`config.mk`:
```
export PLATFORM = sky130hd
export DESIGN_NAME = iqws_cell
export DESIGN_NICKNAME = d
export VERILOG_FILES = /design/src/rtl/iqws_pkg.sv /design/src/rtl/iqws_cell.sv
export SDC_FILE = /design/constraint.sdc
export NUM_CORES = 1
export LEC_CHECK = 0
export ABC_AREA = 1
export BUFFER_PORTS_ARGS = -buffer_cell sky130_fd_sc_hd__buf_2
export CAP_MARGIN = 20
export CORE_AREA = 2 2 125 127
export DETAILED_ROUTE_END_ITERATION = 8
export DIE_AREA = 0 0 127 129
export HOLD_SLACK_MARGIN = 0.06
export PLACE_DENSITY_LB_ADDON = 0.2
export SYNTH_ARGS = -nofsm -noshare
export SYNTH_HDL_FRONTEND = slang
export SYNTH_SLANG_ARGS = --single-unit
export TNS_END_PERCENT = 1
```
`constraint.sdc`:
```
create_clock -name clk -period 6.6 [get_ports clk]
set_input_delay 1.32 -clock clk [delete_from_list [all_inputs] [get_ports clk]]
set_output_delay 1.32 -clock clk [all_outputs]
set_load 0.02 [all_outputs]
```
`src/rtl/iqws_pkg.sv`:
```
// ----------------------------------------------------------------------------
// iqws_pkg
// Shared types and constants of the issue queue with wakeup and select.
// ----------------------------------------------------------------------------
package iqws_pkg;

	localparam int QUEUE_DEPTH_DEF = 16;
	localparam int ISSUE_MAX_DEF   = 4;
	localparam int TAG_BITS_DEF    = 8;
	localparam int XLEN_DEF        = 32;

	localparam int CFG_W        = 1;
	localparam int IW_W         = 3;
	localparam int QL_W         = 5;
	localparam int SEQ_W        = 8;
	localparam int OUT_VAL_W    = 32;
	localparam int KIND_W       = 3;

	typedef enum logic [1:0] {
		MODE_DISPATCH = 2'd0,
		MODE_COMPLETE = 2'd1,
		MODE_ISSUE    = 2'd2,
		MODE_FLUSH    = 2'd3
	} mode_t;

	typedef enum logic [KIND_W-1:0] {
		KIND_ACCEPTED = 3'd0,
		KIND_FULL     = 3'd1,
		KIND_ISSUED   = 3'd2,
		KIND_NONE     = 3'd3,
		KIND_DONE     = 3'd4,
		KIND_FLUSHED  = 3'd5
	} kind_t;

	localparam logic [CFG_W-1:0] REG_ISSUE_WIDTH = 1'd0;
	localparam logic [CFG_W-1:0] REG_QUEUE_LIMIT = 1'd1;

	// control that all cells see in the same cycle
	typedef struct packed {
		logic wake;    // broadcast of a completion that writes a destination
		logic shift;   // compaction step: each cell at or above the gap takes its upper neighbor
		logic load;    // dispatch write at the tail
	} cell_ctl_t;

endpackage

```
`src/rtl/iqws_cell.sv`:
```
// ----------------------------------------------------------------------------
// iqws_cell
// One queue slot: holds an instruction, snoops completion tags and takes
// the contents of its upper neighbor on a compaction step.
// ----------------------------------------------------------------------------
module iqws_cell
	import iqws_pkg::*;
#(
	parameter int TAG_BITS = TAG_BITS_DEF,
	parameter int XLEN     = XLEN_DEF
) (
	input  logic                clk,
	input  cell_ctl_t           ctl,
	input  logic                sel_load,
	input  logic                sel_shift,
	input  logic [TAG_BITS-1:0] wake_tag,
	input  logic [XLEN-1:0]     wake_value,
	input  logic [TAG_BITS-1:0] in_seq,
	input  logic [TAG_BITS-1:0] in_tag_a,
	input  logic                in_rdy_a,
	input  logic [XLEN-1:0]     in_val_a,
	input  logic [TAG_BITS-1:0] in_tag_b,
	input  logic                in_rdy_b,
	input  logic [XLEN-1:0]     in_val_b,
	input  logic                in_mem,
	input  logic [TAG_BITS-1:0] nb_seq,
	input  logic [TAG_BITS-1:0] nb_tag_a,
	input  logic                nb_rdy_a,
	input  logic [XLEN-1:0]     nb_val_a,
	input  logic [TAG_BITS-1:0] nb_tag_b,
	input  logic                nb_rdy_b,
	input  logic [XLEN-1:0]     nb_val_b,
	input  logic                nb_mem,
	output logic [TAG_BITS-1:0] seq_q,
	output logic [TAG_BITS-1:0] tag_a_q,
	output logic                rdy_a_q,
	output logic [XLEN-1:0]     val_a_q,
	output logic [TAG_BITS-1:0] tag_b_q,
	output logic                rdy_b_q,
	output logic [XLEN-1:0]     val_b_q,
	output logic                mem_q
);

	always_ff @(posedge clk) begin
		if (ctl.load && sel_load) begin
			seq_q   <= in_seq;
			tag_a_q <= in_tag_a;
			rdy_a_q <= in_rdy_a;
			val_a_q <= in_val_a;
			tag_b_q <= in_tag_b;
			rdy_b_q <= in_rdy_b;
			val_b_q <= in_val_b;
			mem_q   <= in_mem;
		end else if (ctl.shift && sel_shift) begin
			seq_q   <= nb_seq;
			tag_a_q <= nb_tag_a;
			rdy_a_q <= nb_rdy_a;
			val_a_q <= nb_val_a;
			tag_b_q <= nb_tag_b;
			rdy_b_q <= nb_rdy_b;
			val_b_q <= nb_val_b;
			mem_q   <= nb_mem;
		end else if (ctl.wake) begin
			if (!rdy_a_q && tag_a_q == wake_tag) begin
				rdy_a_q <= 1'b1;
				val_a_q <= wake_value;
			end
			if (!rdy_b_q && tag_b_q == wake_tag) begin
				rdy_b_q <= 1'b1;
				val_b_q <= wake_value;
			end
		end
	end

endmodule

```
# == Yosys cells after proc, flatten, opt, wreduce, memory -nomap -nowiden ==
# Index checks and enable logic that the tools add are counted.
# op_classes
eq_ne,2
muxes,24
n_reduce_logical,12
# op_table
op,count
$mux W32,8
$mux W8,6
$eq A8 B8 Y1,2
$mux W1,10
$reduce_bool A3 Y1,3
$logic_and A1 B1 Y1,4
$reduce_and A2 Y1,2
$logic_not A1 Y1,2
$reduce_bool A2 Y1,1
# word_totals
regBits,91
inputBits,228
out_inout_bits,91
word_cells,46

# == Longest topological paths before layout ==
# Gate-level depths: netlist of run 1.
# logic_depth
depth_word,6
depth_mapped,6

# == Worst setup path after synthesis of run 1 ==
# No wires, ideal clock.
# synth_timing
path_type,input-to-reg
startpoint,in wake_tag[2]
endpoint,"reg rdy_b_q, enable pin"
arrival_time_ps,3182
required_ps,6170
slack_ps,2988
path_stages,6
path_cell_list,inv_1 nand2_1 nand2_1 nor2_1 nand3_1 o21bai_1
# synth_between
elab_chain_len,4
# synth_rtl
element,line,source
from (decl),iqws_cell.sv:16,"input logic [TAG_BITS-1:0] wake_tag,"
$eq A8 B8 Y1,iqws_cell.sv:68,if (!rdy_b_q && tag_b_q == wake_tag) begin
$logic_and A1 B1 Y1,iqws_cell.sv:68,
$reduce_bool A3 Y1 (no line),--,
$reduce_and A2 Y1 (no line),--,
to (signal assigned),iqws_cell.sv:51,rdy_b_q <= in_rdy_b;
to (signal assigned),iqws_cell.sv:60,rdy_b_q <= nb_rdy_b;
to (decl),iqws_cell.sv:39,"output logic rdy_b_q,"
# No other way between the ends.
# A chain may end at the register's enable or synchronous reset.

# == Worst setup path after layout of run 1 ==
# layout_timing
startpoint,in ctl[0] (netlist bit)
endpoint,"reg val_b_q[31], enable pin"
# layout_between
elab_chain_len,3
# layout_rtl
element,line,source
from (decl),iqws_cell.sv:13,"input cell_ctl_t ctl,"
$logic_and A1 B1 Y1 (*),iqws_cell.sv:45,if (ctl.load && sel_load) begin
$reduce_bool A3 Y1 (no line),--,
$reduce_and A2 Y1 (no line) (*),--,
to (signal assigned),iqws_cell.sv:52,val_b_q <= in_val_b;
to (signal assigned),iqws_cell.sv:61,val_b_q <= nb_val_b;
to (signal assigned),iqws_cell.sv:70,val_b_q <= wake_value;
to (decl),iqws_cell.sv:40,"output logic [XLEN-1:0] val_b_q,"
# Every way passes the cells marked *; elsewhere a longest branch is shown, timed or not.

==> impl_metrics.py, run 1 <==
metrics = {
    "status": {
        "status": "complete, no violations",
    },
    "timing": {
        "finalMaxSlewViolations": 0,
        "setup_violations": 0,
        "fin_ws_ps": 3200,
        "fmax_mhz": 294,
        "finalSetupTns_ps": 0,
        "rsz0062_at_grt": "false",
        "fin_crit_ps": 3400,
        "slew_headroom": 0.404,
        "finalCritPeriodShare": 0.516,
        "worstMarginPinSlew_ps": 894,
        "hold_viol": 0,
        "finClkSkew_ps": 7.89,
    },
    "clock_tree": {
        "cts-buffers-inserted": 9,
        "clock_latency_ps": 340,
        "cts_setup_buffers": 0,
        "cts.sinks": 91,
        "clockBufferDepth": 2,
        "hold_buffers": 0,
        "cts_root_buf": "clkbuf_16",
        "cts-htree-levels": 3,
        "cts_resized": 0,
        "cts_tree": "done",
        "clk_pin_slew_ps": 70,
    },
    "global_routing": {
        "grt_usage": 0.182,
        "grt_pass1_wl_mm": 22.8,
        "grt.overflow.total": 0,
        "antenna_found_initial": 1,
        "grt_max_degree": 92,
        "grt_pass1_vias": 4496,
    },
    "worst_hold_path": {
        "min-delay-path-class": "reg2reg",
    },
    "yosys": {
        "synth-async-reset-ratio": 0,
        "synth_area_um2": 4660,
        "ys_seq_elements": 91,
        "yosys.area_share.simple": 0.191,
        "ys_seq_area_frac": 0.587,
        "synth_area_leader_cell": "edfxtp_1",
        "synth_nets": 682,
        "synth_xor_area_frac": 0.00752,
        "synth_top_family_by_area": "simple AND/OR/NAND/NOR gates",
        "ys_types": 16,
        "synthMuxAreaShare": 0.0653,
        "synthFlopType": "edfxtp_1",
        "syn_avg_cell_area_um2": 10.3,
        "netlist_instances": 454,
        "yosys-top-cells-area": "edfxtp_1 (59%), a31oi_1 (8.6%), nand3_1 (7.5%), nor2_1 (6.0%), nand2_1 (5.6%)",
        "synth_enable_flop_cells": 91,
        "synth_compound_area_frac": 0.0924,
        "synth_warnings": 0,
        "synth_fa_ha_area_frac": 0,
        "synth.top_cell.area_share": 0.587,
    },
    "die": {
        "core-area_um2": 15000,
        "die_h_um": 129,
        "die_w_um": 127,
        "fp.dieArea_um2": 16400,
        "initial_utilization": 0.311,
        "pin_count": 319,
        "row_count": 45,
    },
    "run": {
        "drv_cap": 0,
    },
    "critical_path": {
        "path_cells": "buf_2 > nand2_4 > nand2_1 > buf_16 > o21bai_4 > buf_16",
        "slowest_delay_ps": 590,
        "crit_buf_inv": 3,
        "worst-setup-path-type": "in2reg",
        "crit_slowest_cell": "nand2_1",
        "crit_top_cell": "buf_16",
        "end_kind": "flop",
        "path_max_fanout": 66,
        "crit_required_ps": 6700,
        "ff2ff_setup_slack_ps": 4750,
        "cp.arrival_ps": 3500,
        "cpLargestDelayFamily": "simple AND/OR/NAND/NOR gates",
        "start_kind": "input port",
    },
    "placement": {
        "dp_hpwl_mm": 11.8,
        "globalplace.congestion": 0.835,
        "port_buffers": 318,
        "dpl-instance-area_um2": 6370,
        "pre_cts_ws_ps": 2760,
    },
    "final_layout": {
        "area_delta_synth_final_pct": 44.2,
        "mostFrequentLayoutCells": "buf_2 (318), edfxtp_1 (91), nor2_1 (74)",
        "fin_nets": 984,
        "stdcell_area_um2": 6710,
        "drive_gt1_frac": 0.485,
        "final_common_cell": "buf_2",
    },
    "route": {
        "vias": 4608,
        "drc": 0,
        "drt_first_pass_iters": 5,
        "avgViaCountPerCell": 4.85,
        "wl_per_cell_um": 16.3,
        "initialDrtViolationCount": 212,
        "drt_wl_total_mm": 15.5,
        "final_antenna_net_count": 0,
    },
    "pwr": {
        "cellLeakagePower_nw": 3.11,
        "ir_drop_uv": 111,
        "p_per_area_nw_per_um2": 233,
    },
}
-- metal layers --
layer / share of wire / global-route usage / up-vias
met4: 0.010 / 0.0517 / 0
met2: 0.52 / 0.330 / 236
li1: - / - / 2244
met5: 0 / 0 / -
met3: 0.096 / 0.0657 / 16
met1: 0.37 / 0.203 / 2112
-- power breakdown --
part | internal [mW] | switching [mW]
Sequential | 0.707 | 0.0195
Combinational | 0.139 | 0.207
Clock | 0.262 | 0.227
-- registers in the layout (all words and copies together), names as in the netlist --
name     cells
tag_b_q      8
val_a_q     32
rdy_b_q      1
mem_q        1
tag_a_q      8
rdy_a_q      1
val_b_q     32
seq_q        8
-- cell type report --
class | count | area (um2)
Antenna cell | 1 | 2.50
Clock buffer | 9 | 225
Clock inverter | 7 | 57.6
Fill cell | 1497 | 8270
Inverter | 18 | 67.6
Multi-Input combinational cell | 311 | 1690
Sequential cell | 91 | 2730
Tap cell | 188 | 235
Timing Repair Buffer | 325 | 1700
-- final timing paths --
check	from	cells past startpoint	to
max	ctl[0]	6	val_b_q[31]$_DFFE_PP_
min	tag_b_q[4]$_DFFE_PN_	3	rdy_b_q$_DFFE_PP_
min reg2reg	tag_b_q[4]$_DFFE_PN_	3	rdy_b_q$_DFFE_PP_
max reg2reg	rdy_b_q$_DFFE_PP_	6	val_b_q[31]$_DFFE_PP_
-- Yosys cell counts (all sizes together), types with 2 or more instances --
| master | number |
|---|---|
| a31oi | 64 |
| mux2 | 25 |
| edfxtp | 91 |
| nand3 | 70 |
| o21ai | 2 |
| o21bai | 2 |
| nand2 | 69 |
| buf | 28 |
| xnor2 | 4 |
| inv | 18 |
| clkbuf | 6 |
| nor2 | 74 |
-- stage by stage --
stage                     hold WS, ps  power, mW  instances   util
after floorplan                  1530      0.926        454      -
after global placement           1140       1.07        930  0.424
after detailed placement         1200       1.08        931  0.425
after CTS                        1220       1.58        947  0.444
after global routing             1060       1.64        949  0.448
final                            1000       1.56        950  0.448
-- cell families (layout without fill, tap and decap cells) --
logic type | Yosys count | in the layout
other cells | 0 | 1
flops | 91 | 91
simple gates | 213 | 213
xor+xnor | 4 | 4
compound gates | 69 | 69
mux | 25 | 25
buf+inv | 52 | 359
-- tightest hold or removal path, cell delays in order (launching register included) --
cell and delay (ps):
edfxtp_1 360, xnor2_1 70, nand3_1 130, o21bai_4 220
Power figures use the tool's default switching activity.
==> run 2: changes to the inputs <==
Settings changed: CORE_AREA 2 2 125 127 to 2 2 124 126, DIE_AREA 0 0 127 129 to 0 0 126 128.
Clock period 6.6 ns to 2.92 ns, I/O delays scaled along.
==> impl_metrics.py, run 2 (synthesis results as in run 1) <==
metrics = {
    "status": {
        "status": "complete, no violations",
    },
    "global_routing": {
        "grtUsageMet2": 0.328,
        "grt_usage": 0.185,
        "grt.overflow.total": 0,
        "busiest_layer": "met2",
        "antenna_found_initial": 0,
        "use_met3": 0.0559,
        "grt_pass1_wl_mm": 23.4,
        "grt_use_met1": 0.207,
        "grt_max_degree": 86,
        "grt_pass1_vias": 4703,
    },
    "critical_path": {
        "crit_slowest_cell": "o21bai_4",
        "path_cells": "inv_1 > nand2_1 > a21oi_1 > nand3_1 > o21bai_4 > buf_12",
        "cp.arrival_ps": 1910,
        "crit_required_ps": 2970,
        "end_kind": "flop",
        "path_max_fanout": 21,
        "start_kind": "flop",
        "worst-setup-path-type": "reg2reg",
        "slowest_delay_ps": 470,
    },
    "die": {
        "die_w_um": 126,
        "row_count": 45,
        "fp.dieArea_um2": 16100,
        "die_h_um": 128,
        "initial_utilization": 0.313,
        "pin_count": 319,
        "core-area_um2": 14900,
    },
    "timing": {
        "finalCritPeriodShare": 0.638,
        "finalMaxSlewViolations": 0,
        "slew_headroom": 0.550,
        "rsz0062_at_grt": "false",
        "fmax_mhz": 537,
        "worstMarginPinSlew_ps": 675,
        "hold_viol": 0,
        "hold-worst-slack_ps": 545,
        "finClkSkew_ps": 6.02,
        "setup_violations": 0,
        "fin_crit_ps": 1860,
        "finalSetupTns_ps": 0,
    },
    "clock_tree": {
        "cts_root_buf": "clkbuf_16",
        "clock_latency_ps": 340,
        "cts_tree": "done",
        "clk_pin_slew_ps": 60,
        "clockBufferDepth": 2,
        "cts_setup_buffers": 0,
        "hold_buffers": 0,
        "cts_resized": 0,
        "cts.sinks": 91,
        "cts-htree-levels": 3,
        "cts-buffers-inserted": 9,
    },
    "final_layout": {
        "fillCellCount": 1467,
        "drive_gt1_frac": 0.484,
        "multi_input_area_um2": 1690,
        "regArea_um2": 2730,
        "fin_nets": 987,
        "mostFrequentLayoutCells": "buf_2 (318), edfxtp_1 (91), nor2_1 (74)",
        "diodes": 0,
        "stdcell_area_um2": 6700,
        "area_delta_synth_final_pct": 43.9,
        "top_regs": "val_a_q x32, val_b_q x32",
        "final_common_cell": "buf_2",
    },
    "pwr": {
        "cellLeakagePower_nw": 3.11,
        "p_int_mw": 2.56,
        "power_switching_mw": 0.983,
        "pwr-share-seq": 0.464,
        "power.share.clock": 0.319,
        "p_per_area_nw_per_um2": 529,
        "finalPower_mw": 3.55,
        "ir_drop_uv": 320,
        "p_sw_frac": 0.277,
        "pwr-share-comb": 0.217,
    },
    "route": {
        "initialDrtViolationCount": 219,
        "drt_wl_total_mm": 15.2,
        "avgViaCountPerCell": 4.95,
        "drc": 0,
        "wl_per_cell_um": 16.0,
        "vias": 4717,
        "final_antenna_net_count": 0,
        "drt_first_pass_iters": 5,
    },
    "placement": {
        "port_buffers": 318,
        "globalplace.congestion": 0.891,
        "dpl-instance-area_um2": 6410,
        "dp_hpwl_mm": 11.8,
    },
    "worst_hold_path": {
        "min-delay-path-class": "in2reg",
    },
    "run": {
        "drv_cap": 0,
    },
}
==> run 2: cell types whose count changed in the layout (fill, tap and decap cells not counted) <==
cell | previous run | this run
inv_6 | 5 | 0
buf_4 | 4 | 8
buf_16 | 3 | 0
buf_12 | 0 | 2
clkinv_2 | 1 | 3
bufinv_16 | 0 | 1
clkbuf_1 | 0 | 1
clkinv_1 | 0 | 1
clkinv_4 | 1 | 0
clkinvlp_4 | 0 | 1
diode_2 | 1 | 0
==> run 2: final timing paths <==
| path | startpoint | end | slack [ps] | cells past startpoint |
|---|---|---|---|---|
| max | rdy_b_q$_DFFE_PP_ | val_b_q[1]$_DFFE_PP_ | 1060 | 6 |
| min reg2reg | tag_b_q[4]$_DFFE_PN_ | val_b_q[27]$_DFFE_PP_ | 980 | 3 |
| min | nb_seq[1] | seq_q[1]$_DFFE_PN_ | 540 | 2 |
| max reg2reg | rdy_b_q$_DFFE_PP_ | val_b_q[1]$_DFFE_PP_ | 1060 | 6 |
==> run 2: power groups by stage <==
stage / Combinational (mW) / Sequential [mW] / Clock [mW]
detailed placement: 0.777 / 1.67 / 0
global route: 0.840 / 1.66 / 1.21
floorplan: 0.264 / 1.83 / 0
finish: 0.770 / 1.64 / 1.13
global placement: 0.771 / 1.67 / 0
CTS: 0.779 / 1.65 / 1.16
==> run 2: final cells by class <==
| type | count | share of cell area |
|---|---|---|
| tap | 188 | 0.0351 |
| multi-input combinational | 311 | 0.252 |
| clock inverter | 6 | 0.00840 |
| timing repair buffer | 328 | 0.253 |
| inverter | 18 | 0.0101 |
| sequential | 91 | 0.408 |
| clock buffer | 10 | 0.0342 |
==> run 2: per-layer routing <==
layer  vias up  wire, um
met3        29      1380
met5         -         0
met1      2191      5780
met4         0       388
met2       249      7700
li1       2248         -
==> run 2: critical path: cells and delay by family, from the launching register on <==
family / cells / cell delay [ps]
AO/OA/AOI/OAI: 2 / 620
flip-flops: 1 / 390
buffers and inverters: 2 / 350
AND/OR/NAND/NOR: 2 / 210
==> run 2: through the flow <==
stage          setup slack, ps   util  instances
2_1_floorplan             43.8      -        454
4_1_cts                   1000  0.451        952
3_3_place_gp               823  0.431        936
3_5_place_dp               788  0.431        936
5_1_grt                    935  0.451        952
6_report                  1060  0.451        952
